File: config.mk
export PLATFORM = sky130hd
export DESIGN_NAME = ges_div
export DESIGN_NICKNAME = d
export VERILOG_FILES = /design/src/rtl/ges_pkg.sv /design/src/rtl/ges_div.sv
export SDC_FILE = /design/constraint.sdc
export NUM_CORES = 1
export LEC_CHECK = 0
export BUFFER_PORTS_ARGS = -buffer_cell sky130_fd_sc_hd__buf_2
export CORE_MARGIN = 2
export CORE_UTILIZATION = 60
export DETAILED_ROUTE_END_ITERATION = 7
export PLACE_DENSITY_LB_ADDON = 0.2
export SETUP_SLACK_MARGIN = 0.2
export SYNTH_ARGS = -nofsm -noshare
export SYNTH_HDL_FRONTEND = slang
export SYNTH_SLANG_ARGS = --single-unit
File: constraint.sdc
create_clock -name i_clk -period 4.18 [get_ports i_clk]
set_clock_uncertainty 0.05 [all_clocks]
set_input_delay 0.627 -clock i_clk [delete_from_list [all_inputs] [get_ports i_clk]]
set_output_delay 0.627 -clock i_clk [all_outputs]
set_load 0.03 [all_outputs]
File: src/rtl/ges_pkg.sv
// Package for the Gaussian elimination solver: opcodes, widths, defaults
// and the token and control structs shared by the cell chain and top level.
// No dependencies.
package ges_pkg;

    localparam int MAX_DIM_DEF   = 16;
    localparam int FRAC_BITS_DEF = 16;
    localparam int VAL_W         = 32;
    localparam int DIM_W         = 5;
    localparam logic [DIM_W-1:0] DIM_RESET = DIM_W'(16);

    typedef enum logic [1:0] {
        OP_LOAD_MAT = 2'd0,
        OP_LOAD_RHS = 2'd1,
        OP_SOLVE    = 2'd2,
        OP_NONE     = 2'd3
    } t_op;

    // token moving down the cell chain
    typedef struct packed {
        logic                    valid;
        logic                    bs;     // 1: back substitution, 0: elimination
        logic signed [VAL_W-1:0] val;    // multiplier or running sum
    } t_tok;

    typedef struct packed {
        logic ld_mat;
        logic ld_rhs;
        logic copy;
        logic piv_ld;
        logic x_we;
    } t_ctl;

endpackage

File: src/rtl/ges_div.sv
// Sequential fixed-point divider: (num * 2^FRAC_BITS) / den, truncated,
// saturated to 32 bits, one quotient bit per cycle. Uses ges_pkg.
module ges_div import ges_pkg::*; #(
    parameter int FRAC_BITS = FRAC_BITS_DEF
) (
    input  logic                    i_clk,
    input  logic                    i_rst_n,
    input  logic                    i_start,
    input  logic signed [VAL_W-1:0] i_num,
    input  logic signed [VAL_W-1:0] i_den,
    output logic                    o_done,
    output logic signed [VAL_W-1:0] o_quot,
    output logic                    o_sat
);
    localparam int NUM_W = VAL_W + FRAC_BITS;
    localparam int CW    = $clog2(NUM_W + 1);
    localparam logic [NUM_W-1:0] LIM_P = NUM_W'(33'h0_7FFF_FFFF);
    localparam logic [NUM_W-1:0] LIM_N = NUM_W'(33'h0_8000_0000);

    logic [NUM_W-1:0] r_num;
    logic [VAL_W-1:0] r_den;
    logic [VAL_W-1:0] r_rem;
    logic             r_neg;
    logic [CW-1:0]    r_cnt;
    logic             r_run;
    logic             r_done;

    logic [VAL_W-1:0] w_num_mag;
    logic [VAL_W-1:0] w_den_mag;
    logic [VAL_W:0]   w_trial;
    logic             w_qbit;
    logic [VAL_W-1:0] w_q32;

    assign w_num_mag = i_num[VAL_W-1] ? VAL_W'(-i_num) : VAL_W'(i_num);
    assign w_den_mag = i_den[VAL_W-1] ? VAL_W'(-i_den) : VAL_W'(i_den);
    assign w_trial   = {r_rem, r_num[NUM_W-1]};
    assign w_qbit    = w_trial >= {1'b0, r_den};

    always_ff @(posedge i_clk) begin
        if (!i_rst_n) begin
            r_run  <= 1'b0;
            r_done <= 1'b0;
            r_cnt  <= '0;
        end else begin
            r_done <= r_run && (r_cnt == CW'(1));
            if (i_start) begin
                r_run <= 1'b1;
                r_cnt <= CW'(NUM_W);
            end else if (r_run) begin
                r_cnt <= r_cnt - CW'(1);
                if (r_cnt == CW'(1)) begin
                    r_run <= 1'b0;
                end
            end
        end
    end

    always_ff @(posedge i_clk) begin
        if (i_start) begin
            r_num <= {w_num_mag, {FRAC_BITS{1'b0}}};
            r_den <= w_den_mag;
            r_rem <= '0;
            r_neg <= i_num[VAL_W-1] ^ i_den[VAL_W-1];
        end else if (r_run) begin
            r_rem <= w_qbit ? VAL_W'(w_trial - {1'b0, r_den}) : w_trial[VAL_W-1:0];
            r_num <= {r_num[NUM_W-2:0], w_qbit};
        end
    end

    assign w_q32  = r_num[VAL_W-1:0];
    assign o_done = r_done;
    assign o_sat  = r_neg ? (r_num > LIM_N) : (r_num > LIM_P);

    always_comb begin
        if (o_sat) begin
            o_quot = r_neg ? 32'sh8000_0000 : 32'sh7FFF_FFFF;
        end else begin
            o_quot = r_neg ? $signed(VAL_W'(0) - w_q32) : $signed(w_q32);
        end
    end

endmodule

==> results.ini <==
[floorplan]
ioPinCount=101
coreArea_um2=14000
die_h_um=124
dieArea_um2=15400
start_util_pct=61.7
die_w_um=124
placementRows=43

[clock_network]
htree_num_levels=4
clockRootBuffer=clkbuf_16
cts_buffers=17
cts_sinks=121
cts_buffer_depth=2
clkLatencyLatePin_ps=420
path_clk_slew_ps=50
cts_tree=done

[placement]
place_hpwl_mm=14.4
finalWeightedCongestion=0.904
dpl-instance-area_um2=9260
port_buffers=100

[power_and_ir_drop]
pwr-share-seq_pct=39.8
p_leak_nw=4.14
vdd_drop_max_mv=0.296
p_switching_mw=1.10
netSwitchingFraction_pct=30.4
power_mw=3.62
power-per-cell-area_nw_per_um2=365
combinationalPowerShare_pct=22.6
p_clk_share_pct=37.6
intPower_mw=2.52

[yosys]
synth_area_leaders=edfxtp_1, dfxtp_1, xnor2_1
syn-instance-count=975
yosys_warnings=0
avgSynthCellArea_um2=8.85
synthesis.nets=1080
ys_ff_latch=121
synth-edff-count=65
netlist_area_um2=8630
netlist.area_leader.share_pct=22.6
synthDistinctLibCells=63
synth_flop_cell=edfxtp_1
synth_largest_area_cell=edfxtp_1
ys_seq_area_share_pct=35.6
async_flop_share_pct=0

[route]
wl_per_cell_um=16.1
routed_via_density=6.01
postRouteWirelength_mm=20.2
dr.pass1.iters=5
ant_nets=0
first_iter_violations=584
drc=0
num_vias=7507

[critical_path]
critPathMaxStageDelay_ps=550
critPathCaptureType=output port
cp.arrival_ps=3110
worst_ep_required_time_ps=3500
r2r_start=r_den[10]$_DFFE_PP_
crit_type=flip-flop to output port
slowest_stage=or4_4
rr_endpoint=r_rem[0]$_SDFFE_PP0P_
critPathLaunchType=flip-flop
path_cells=or4_4 -> or3_4 -> or2_2 -> nor3_1 -> nand2_1 -> o21ai_0 -> nand2b_1 -> buf_4 -> o31a_1 -> buf_2
r2r_slack_ps=750
path_max_fanout=7
rr_worst_depth=11

[sta]
rsz0062_at_grt=false
worst_pin_slew_ps=771
slew_violations=0
fin_setup_tns_ps=0
min_period_ps=3790
finalHoldViolations=0
period_share_pct=90.7
fmax_ghz=0.264
worst_slew_margin_rel_pct=48.6
setup_violations=0
whs_ps=376

[global_routing]
track_usage_pct=27.0
antenna_found_initial=0
grt_remaining_overflow=0
grt_start_max_net_pins=62
grt_pass1_vias=6675
grt_first_pass_wirelength_mm=32.7

[status]
status=complete, no violations

[cells_and_area]
fin_util_pct=70.8
area_growth_pct=14.8
finalInstanceArea_um2=9910
drive_gt1_share_pct=15.2
diodes=0
nets=1162

[hold_path]
hp-class=input pin to flip-flop
hold_depth=1
min_to=r_den[0]$_DFFE_PP_
min_from=i_den[0]

[flow_run]
drv_cap=0

[power groups by stage]
stage	combinational (mW)	clock, mW	sequential, mW
4_1_cts	0.794	1.37	1.44
3_5_place_dp	0.787	0	1.46
6_report	0.817	1.36	1.44
3_3_place_gp	0.777	0	1.46
2_1_floorplan	0.593	0	1.43
5_1_grt	0.905	1.43	1.45
[state kept, by name (all words and copies together) (netlist names)]
register	cells
r_run	1
r_neg	1
r_num	48
r_rem	32
o_done	1
r_den	32
r_cnt	6
[cell families (layout without fill, tap and decap cells)]
group / count (synthesis) / count (layout) / share of synthesized area, %
compound gates: 266 / 266 / 20.7
xor+xnor: 120 / 120 / 12.2
fa+ha+maj: 38 / 38 / 5.60
buf+inv: 96 / 191 / 4.22
flops: 121 / 121 / 35.6
mux: 40 / 40 / 4.68
simple gates: 294 / 294 / 17.0
[repair_timing]
| action | CTS | global route |
|---|---|---|
| resized for setup | 0 | 40 |
| pin swaps | 0 | 0 |
| endpoints found under the setup margin | 19 | 32 |
| cloned | 0 | 0 |
| buffers inserted | 2 | 0 |
| hold buffers | 0 | 0 |
[worst max path at each step]
stage	start	to	slack, ps	cells past startpoint
after floorplan	r_num[6]$_SDFFE_PP0P_	o_quot[24]	420	9
after global placement	r_num[6]$_SDFFE_PP0P_	o_quot[12]	680	10
after detailed placement	r_num[6]$_SDFFE_PP0P_	o_quot[16]	570	10
after CTS	r_num[6]$_SDFFE_PP0P_	o_quot[29]	250	9
after global routing	r_num[6]$_SDFFE_PP0P_	o_quot[2]	210	10
final	r_num[6]$_SDFFE_PP0P_	o_quot[31]	390	10
[final cells by class]
| type | instances | area (µm²) |
|---|---|---|
| clock inverters | 12 | 101 |
| repair buffers | 111 | 653 |
| inverters | 48 | 180 |
| well taps | 180 | 225 |
| clock buffers | 20 | 447 |
| flip-flops and latches | 121 | 3080 |
| multi-input cells | 758 | 5230 |
| fillers | 1116 | 4080 |
[Yosys cell counts (all sizes together) (21+ instances only)]
cell type  count
clkbuf        42
a21oi         36
a22o          30
xnor2         67
nand2         92
inv           48
o31ai         34
o21ai         87
xor2          53
ha            37
edfxtp        65
dfxtp         56
mux2i         37
nor2          73
a211oi        21
[per-stage QoR]
stage	worst slack, ps	instances
floorplan	419	975
global placement	682	1216
detailed placement	572	1216
CTS	247	1250
global route	214	1250
finish	388	1250
[layer usage]
| layer | vias up | share of wire (%) | global-route usage, % |
|---|---|---|---|
| met4 | 0 | 1.2 | 8.43 |
| met2 | 239 | 46 | 41.0 |
| met3 | 22 | 5.4 | 4.67 |
| li1 | 3731 | - | - |
| met5 | - | 0 | 0 |
| met1 | 3515 | 48 | 39.5 |
[placed cells by master, fill, tap and decap left out, types with 36 or more instances in the layout]
master,netlist,final
edfxtp_1,65,65
nand2_1,92,92
ha_1,37,37
nor2_1,72,72
o21ai_0,85,76
inv_1,48,48
xnor2_1,67,67
mux2i_1,37,37
xor2_1,53,53
a21oi_1,36,36
dfxtp_1,56,54
buf_2,3,77
[critical path: cells and delay by family, from the launching register on]
family,cells,cell delay [ps]
flops,1,350
simple gates,6,1560
buf+inv,2,320
compound gates,2,470
(Power assumes the default switching activity.)
