`config.mk`:
```
export PLATFORM = sky130hd
export DESIGN_NAME = ges_cell
export DESIGN_NICKNAME = d
export VERILOG_FILES = /design/src/rtl/ges_pkg.sv /design/src/rtl/ges_cell.sv
export SDC_FILE = /design/constraint.sdc
export NUM_CORES = 2
export LEC_CHECK = 0
export BUFFER_PORTS_ARGS = -buffer_cell sky130_fd_sc_hd__buf_2
export CELL_PAD_IN_SITES_DETAIL_PLACEMENT = 0
export CELL_PAD_IN_SITES_GLOBAL_PLACEMENT = 1
export CORE_MARGIN = 2
export CORE_UTILIZATION = 35
export CTS_CLUSTER_SIZE = 28
export DETAILED_ROUTE_END_ITERATION = 10
export PLACE_DENSITY = 0.63
export SETUP_SLACK_MARGIN = 0.2
export SLEW_MARGIN = 20
export SYNTH_ARGS = -nofsm -noshare
export SYNTH_HDL_FRONTEND = slang
export SYNTH_SLANG_ARGS = --single-unit
```
`constraint.sdc`:
```
create_clock -name i_clk -period 10.5 [get_ports i_clk]
set_input_delay 0.525 -clock i_clk [delete_from_list [all_inputs] [get_ports i_clk]]
set_output_delay 0.525 -clock i_clk [all_outputs]
set_load 0.05 [all_outputs]
```
`src/rtl/ges_pkg.sv`:
```
// Package for the Gaussian elimination solver: opcodes, widths, defaults
// and the token and control structs shared by the cell chain and top level.
// No dependencies.
package ges_pkg;

    localparam int MAX_DIM_DEF   = 16;
    localparam int FRAC_BITS_DEF = 16;
    localparam int VAL_W         = 32;
    localparam int DIM_W         = 5;
    localparam logic [DIM_W-1:0] DIM_RESET = DIM_W'(16);

    typedef enum logic [1:0] {
        OP_LOAD_MAT = 2'd0,
        OP_LOAD_RHS = 2'd1,
        OP_SOLVE    = 2'd2,
        OP_NONE     = 2'd3
    } t_op;

    // token moving down the cell chain
    typedef struct packed {
        logic                    valid;
        logic                    bs;     // 1: back substitution, 0: elimination
        logic signed [VAL_W-1:0] val;    // multiplier or running sum
    } t_tok;

    typedef struct packed {
        logic ld_mat;
        logic ld_rhs;
        logic copy;
        logic piv_ld;
        logic x_we;
    } t_ctl;

endpackage

```
`src/rtl/ges_cell.sv`:
```
// One column cell of the solver chain: stored and working column, pivot and
// solution registers, and a three-stage multiply-subtract on passing tokens.
// Uses ges_pkg.
module ges_cell import ges_pkg::*; #(
    parameter int MAX_DIM   = MAX_DIM_DEF,
    parameter int FRAC_BITS = FRAC_BITS_DEF,
    parameter int COL       = 0,
    parameter int IS_RHS    = 0,
    localparam int AW = $clog2(MAX_DIM),
    localparam int NW = $clog2(MAX_DIM + 1)
) (
    input  logic                    i_clk,
    input  logic                    i_rst_n,
    input  t_ctl                    i_ctl,
    input  logic [AW-1:0]           i_ld_row,
    input  logic [AW-1:0]           i_ld_col,
    input  logic [AW-1:0]           i_copy_row,
    input  logic [AW-1:0]           i_probe_row,
    input  logic [AW-1:0]           i_step,
    input  logic [NW-1:0]           i_n,
    input  logic signed [VAL_W-1:0] i_wdata,
    input  t_tok                    i_tok,
    input  logic [AW-1:0]           i_tok_row,
    output t_tok                    o_tok,
    output logic [AW-1:0]           o_tok_row,
    output logic signed [VAL_W-1:0] o_rd,
    output logic signed [VAL_W-1:0] o_x,
    output logic                    o_sat
);
    localparam logic signed [63:0] RND_HALF = 64'sd1 <<< (FRAC_BITS - 1);
    localparam logic signed [64:0] QMAX = 65'sd2147483647;
    localparam logic signed [64:0] QMIN = -65'sd2147483648;

    logic signed [VAL_W-1:0] r_stor [MAX_DIM];
    logic signed [VAL_W-1:0] r_work [MAX_DIM];
    logic signed [VAL_W-1:0] r_rd;
    logic signed [VAL_W-1:0] r_cp_data;
    logic [AW-1:0]           r_cp_row;
    logic                    r_cp_v;
    logic signed [VAL_W-1:0] r_piv;
    logic signed [VAL_W-1:0] r_x;

    t_tok                    r_t1, r_t2, r_t3;
    logic [AW-1:0]           r_row1, r_row2, r_row3;
    logic signed [63:0]      r_prod;
    logic signed [VAL_W-1:0] r_c;
    logic                    r_act2;

    logic                    w_ld;
    logic                    w_xwe;
    logic [AW-1:0]           w_raddr;
    logic                    w_act;
    logic signed [VAL_W-1:0] w_a, w_b;
    logic signed [63:0]      w_prod;
    logic signed [63:0]      w_rnd;
    logic signed [64:0]      w_diff;
    logic                    w_hi, w_lo;
    logic signed [VAL_W-1:0] w_clip;
    logic                    w_wb;

    assign w_ld  = (IS_RHS != 0) ? i_ctl.ld_rhs
                                 : (i_ctl.ld_mat && (32'(i_ld_col) == COL));
    assign w_xwe = (IS_RHS == 0) && i_ctl.x_we && (32'(i_step) == COL);
    assign w_raddr = i_tok.valid ? i_tok_row : i_probe_row;

    always_comb begin
        if (r_t1.bs) begin
            w_act = (IS_RHS == 0) && (COL > 32'(i_step)) && (COL < 32'(i_n));
        end else begin
            w_act = (IS_RHS != 0) || ((COL >= 32'(i_step)) && (COL < 32'(i_n)));
        end
    end

    assign w_a    = r_t1.bs ? r_rd : r_t1.val;
    assign w_b    = r_t1.bs ? r_x  : r_piv;
    assign w_prod = w_a * w_b;
    assign w_rnd  = (r_prod + RND_HALF) >>> FRAC_BITS;
    assign w_diff = 65'(r_c) - 65'(w_rnd);
    assign w_hi   = w_diff > QMAX;
    assign w_lo   = w_diff < QMIN;
    assign w_clip = w_hi ? 32'sh7FFF_FFFF : (w_lo ? 32'sh8000_0000 : $signed(w_diff[31:0]));
    assign w_wb   = r_t2.valid && !r_t2.bs && r_act2;

    always_ff @(posedge i_clk) begin
        if (!i_rst_n) begin
            r_cp_v   <= 1'b0;
            r_t1.valid <= 1'b0;
            r_t2.valid <= 1'b0;
            r_t3.valid <= 1'b0;
        end else begin
            r_cp_v     <= i_ctl.copy;
            r_t1.valid <= i_tok.valid;
            r_t2.valid <= r_t1.valid;
            r_t3.valid <= r_t2.valid;
        end
        // token pipeline payload
        r_t1.bs  <= i_tok.bs;
        r_t1.val <= i_tok.val;
        r_t2.bs  <= r_t1.bs;
        r_t2.val <= r_t1.val;
        r_t3.bs  <= r_t2.bs;
        r_t3.val <= (r_t2.bs && r_act2) ? w_clip : r_t2.val;
    end

    always_ff @(posedge i_clk) begin
        if (w_ld) begin
            r_stor[i_ld_row] <= i_wdata;
        end
        r_cp_data <= r_stor[i_copy_row];
        r_cp_row  <= i_copy_row;
        if (r_cp_v) begin
            r_work[r_cp_row] <= r_cp_data;
        end else if (w_wb) begin
            r_work[r_row2] <= w_clip;
        end
        r_rd <= r_work[w_raddr];
        if (i_ctl.piv_ld) begin
            r_piv <= r_rd;
        end
        if (w_xwe) begin
            r_x <= i_wdata;
        end
        r_row1   <= i_tok_row;
        r_prod   <= w_prod;
        r_c      <= r_t1.bs ? r_t1.val : r_rd;
        r_act2   <= w_act;
        r_row2   <= r_row1;
        r_row3   <= r_row2;
    end

    assign o_tok     = r_t3;
    assign o_tok_row = r_row3;
    assign o_rd      = r_rd;
    assign o_x       = r_x;
    assign o_sat     = r_t2.valid && r_act2 && (w_hi || w_lo);

endmodule

```
==> flow_summary.json <==
{
  "cts_num_sinks": 1353,
  "postSynthCellCount": 6623,
  "cp-end-kind": "flop",
  "first_pass_iters": 5,
  "cts.path.max_buffers": 3,
  "wirelength_um": 280000,
  "required_ns": 11.23,
  "fmax_mhz": 101,
  "routabilityCongestion": 0.946,
  "crit_arrival_ns": 10.65,
  "syn_nets": 8036,
  "finalSetupTns_ns": 0,
  "postRouteAntennaNets": 0,
  "wire_per_inst_um": 27.0,
  "period_minus_slack_ns": 9.92,
  "drtIter0Drc": 4529,
  "drv_cap": 0,
  "worst_hold_path_type": "input pin to flop",
  "cp_common_cell": "fa_1",
  "synthFlopType": "edfxtp_1",
  "ys_seq_area_frac": 0.438,
  "synthMuxAreaShare": 0.0941,
  "fin_crit_sh": 0.945,
  "viasPerCell": 5.20,
  "synth_area_per_cell_um2": 13.1,
  "hold_viol": 0,
  "worst_pin_slew_ns": 1.19,
  "multi_input_area_mm2": 0.0445,
  "synth-xor-area-share": 0.0144,
  "clock_latency_ns": 0.85,
  "start_util": 0.352,
  "cts_buffers": 140,
  "place_hpwl_um": 205000,
  "clk_pin_slew_ns": 0.06,
  "synthAdderAreaFrac": 0.283,
  "yosys.area_share.simple": 0.0766,
  "slew_headroom": 0.206,
  "cp-start-kind": "flop",
  "setup_viol": 0,
  "mappedNetlistArea_mm2": 0.0867,
  "synth-edff-count": 1088,
  "final_layout_size_suffix_gt1_frac": 0.160,
  "synth_top_family_by_area": "adder cells",
  "first_global_vias": 57300,
  "num_rows": 182,
  "drc": 0,
  "yosysUniqueCellTypes": 89,
  "crit_family": "adder cells",
  "cts_tree": "done",
  "area_growth_pct": 13.1,
  "core_area_mm2": 0.246,
  "die_h_um": 502,
  "die_area_mm2": 0.252,
  "grt_use_total": 0.224,
  "rsz0062_at_grt": "no",
  "synthArstFlopShare": 0,
  "grt-ovfl-total": 0,
  "synth_compound_area_frac": 0.0388,
  "grt_pass1_wl_um": 404000,
  "io_pins": 205,
  "grt_max_degree": 108,
  "crit_buf_inv": 5,
  "cts_root_buf": "clkbuf_16",
  "htree_levels": 4,
  "portBuffers": 203,
  "cts_resized": 0,
  "drv_slew": 0,
  "synth_seq_cells": 1353,
  "path_max_fanout": 34,
  "nets": 8337,
  "critPathMaxStageDelay_ns": 0.93,
  "regArea_mm2": 0.0380,
  "outcome": "completed",
  "vias": 54000,
  "cp_slowest_cell": "dfxtp_4",
  "finClkSkew_ns": 0.0697,
  "path_class": "flop to flop",
  "antenna_found_initial": 26,
  "ys_warn_count": 0,
  "nFillCells": 23200,
  "die_x_um": 502
}
==> Yosys cell counts (all sizes together), types with 43 or more instances <==
cell type / n / area [um2]
and2: 58 / 363
a211oi: 48 / 370
edfxtp: 1088 / 32700
o21ai: 97 / 493
mux4: 288 / 6490
o211ai: 43 / 358
mux2i: 64 / 641
a31oi: 56 / 357
buf: 74 / 325
xor2: 80 / 701
dfxtp: 265 / 5310
nand2: 708 / 2660
fa: 1082 / 21700
mux2: 92 / 1040
clkbuf: 220 / 830
ha: 229 / 2870
a21o: 51 / 383
nand3: 44 / 225
nor2: 623 / 2340
inv: 970 / 3640
a21oi: 132 / 661
xnor2: 63 / 552
==> cell families (layout without fill, tap and decap cells) <==
kind of cell	after synthesis	count (layout)
buffers and inverters	1265	1685
other	0	18
xor gates and xnor gates	143	143
muxes	444	444
AOI/OAI and AO/OA	510	510
adders and majority gates	1311	1311
and+or+nand+nor	1597	1597
DFF	1353	1353
==> metal layers <==
layer	share of wire	up-vias	GRT usage
met5	0.00020	-	0
met4	0.041	12	0.0900
met3	0.078	460	0.0492
met2	0.48	2109	0.369
met1	0.40	28600	0.287
li1	-	22800	-
==> through the flow <==
stage / utilization / hold WS, ns / worst slack, ns / cells / area (um2)
finish: 0.398 / 0.0714 / 0.581 / 10400 / 98100
global route: 0.398 / 0.0586 / 0.267 / 10400 / 98100
CTS: 0.398 / 0.0139 / 0.625 / 10300 / 97900
detailed placement: 0.377 / 0.312 / 0.684 / 10000 / 92800
global placement: 0.377 / 0.312 / 0.656 / 10000 / 92800
floorplan: - / 0.310 / 1.76 / 6623 / 86700
==> flip-flops by register name, summed over array words and instances, names as in the netlist <==
signal and flops:
o_rd 32, r_piv 32, o_tok_row 4, o_x 32, r_row2 4, r_cp_row 4
o_tok 34, r_cp_v 1, r_t1 34, r_stor 512, r_prod 49, r_c 32
r_t2 34, r_work 512, r_row1 4, r_act2 1, r_cp_data 32
==> layout make-up <==
type	instances	area share
diodes	18	0.000459
multi-input cells	4005	0.453
repair buffers	453	0.0312
clock buffers	184	0.0389
clock inverters	77	0.00936
inverters	971	0.0372
flip-flops and latches	1353	0.387
well taps	3312	0.0422
==> worst reg2reg max path, cell delays in order, from the launching register on <==
cell and delay (ns):
dfxtp_4 0.93, buf_4 0.50, mux2i_4 0.79, nor2_1 0.16, fa_1 0.59, fa_1 0.45
fa_1 0.52, inv_1 0.06, fa_1 0.51, inv_1 0.07, fa_1 0.50, inv_1 0.05
fa_1 0.53, inv_1 0.05, fa_1 0.39, fa_1 0.48, ha_1 0.41, a21oi_1 0.19
o21ai_0 0.15, a2111o_1 0.49, a21bo_2 0.25, a21oi_1 0.30, o21ai_0 0.26, a21oi_1 0.33
o21ai_0 0.30, a211oi_1 0.40, xnor2_1 0.16
==> worst paths after layout <==
| check | startpoint | to | slack, ns | cells after the start |
|---|---|---|---|---|
| worst min-delay path | i_wdata[3] | r_stor[1][3]$_DFFE_PP_ | 0.07 | 1 |
| worst min register to register | r_row1[2]$_DFF_P_ | r_row2[2]$_DFF_P_ | 0.30 | 0 |
| worst max register to register | r_t1[32]$_DFF_P_ | r_prod[38]$_DFF_P_ | 0.58 | 26 |
| worst max-delay path | r_t1[32]$_DFF_P_ | r_prod[38]$_DFF_P_ | 0.58 | 26 |
==> timing repair <==
| item | in CTS | in global routing |
|---|---|---|
| hold endpoints to repair | 41 | 0 |
| buffers inserted | 0 | 0 |
| hold buffers | 39 | 0 |
==> cell usage in the layout (no fill, tap or decap), types with 36 or more instances in the layout <==
cell type	count
mux4_2	288
mux2_2	92
and2_1	54
o211ai_1	36
ha_1	229
a211oi_1	46
buf_4	197
a21oi_1	132
nand2_1	705
fa_1	1082
o21ai_0	62
dlygate4sd3_1	39
a31oi_1	55
xnor2_1	63
dfxtp_1	264
nand4_1	39
nor2_1	595
a21o_1	51
xor2_1	80
buf_2	204
inv_1	970
nand3_1	43
edfxtp_1	1088
clkbuf_16	141
Power is left out: the tool's default activity adds up to more than one toggle a clock period on the data nets, which glitch-free logic cannot reach.
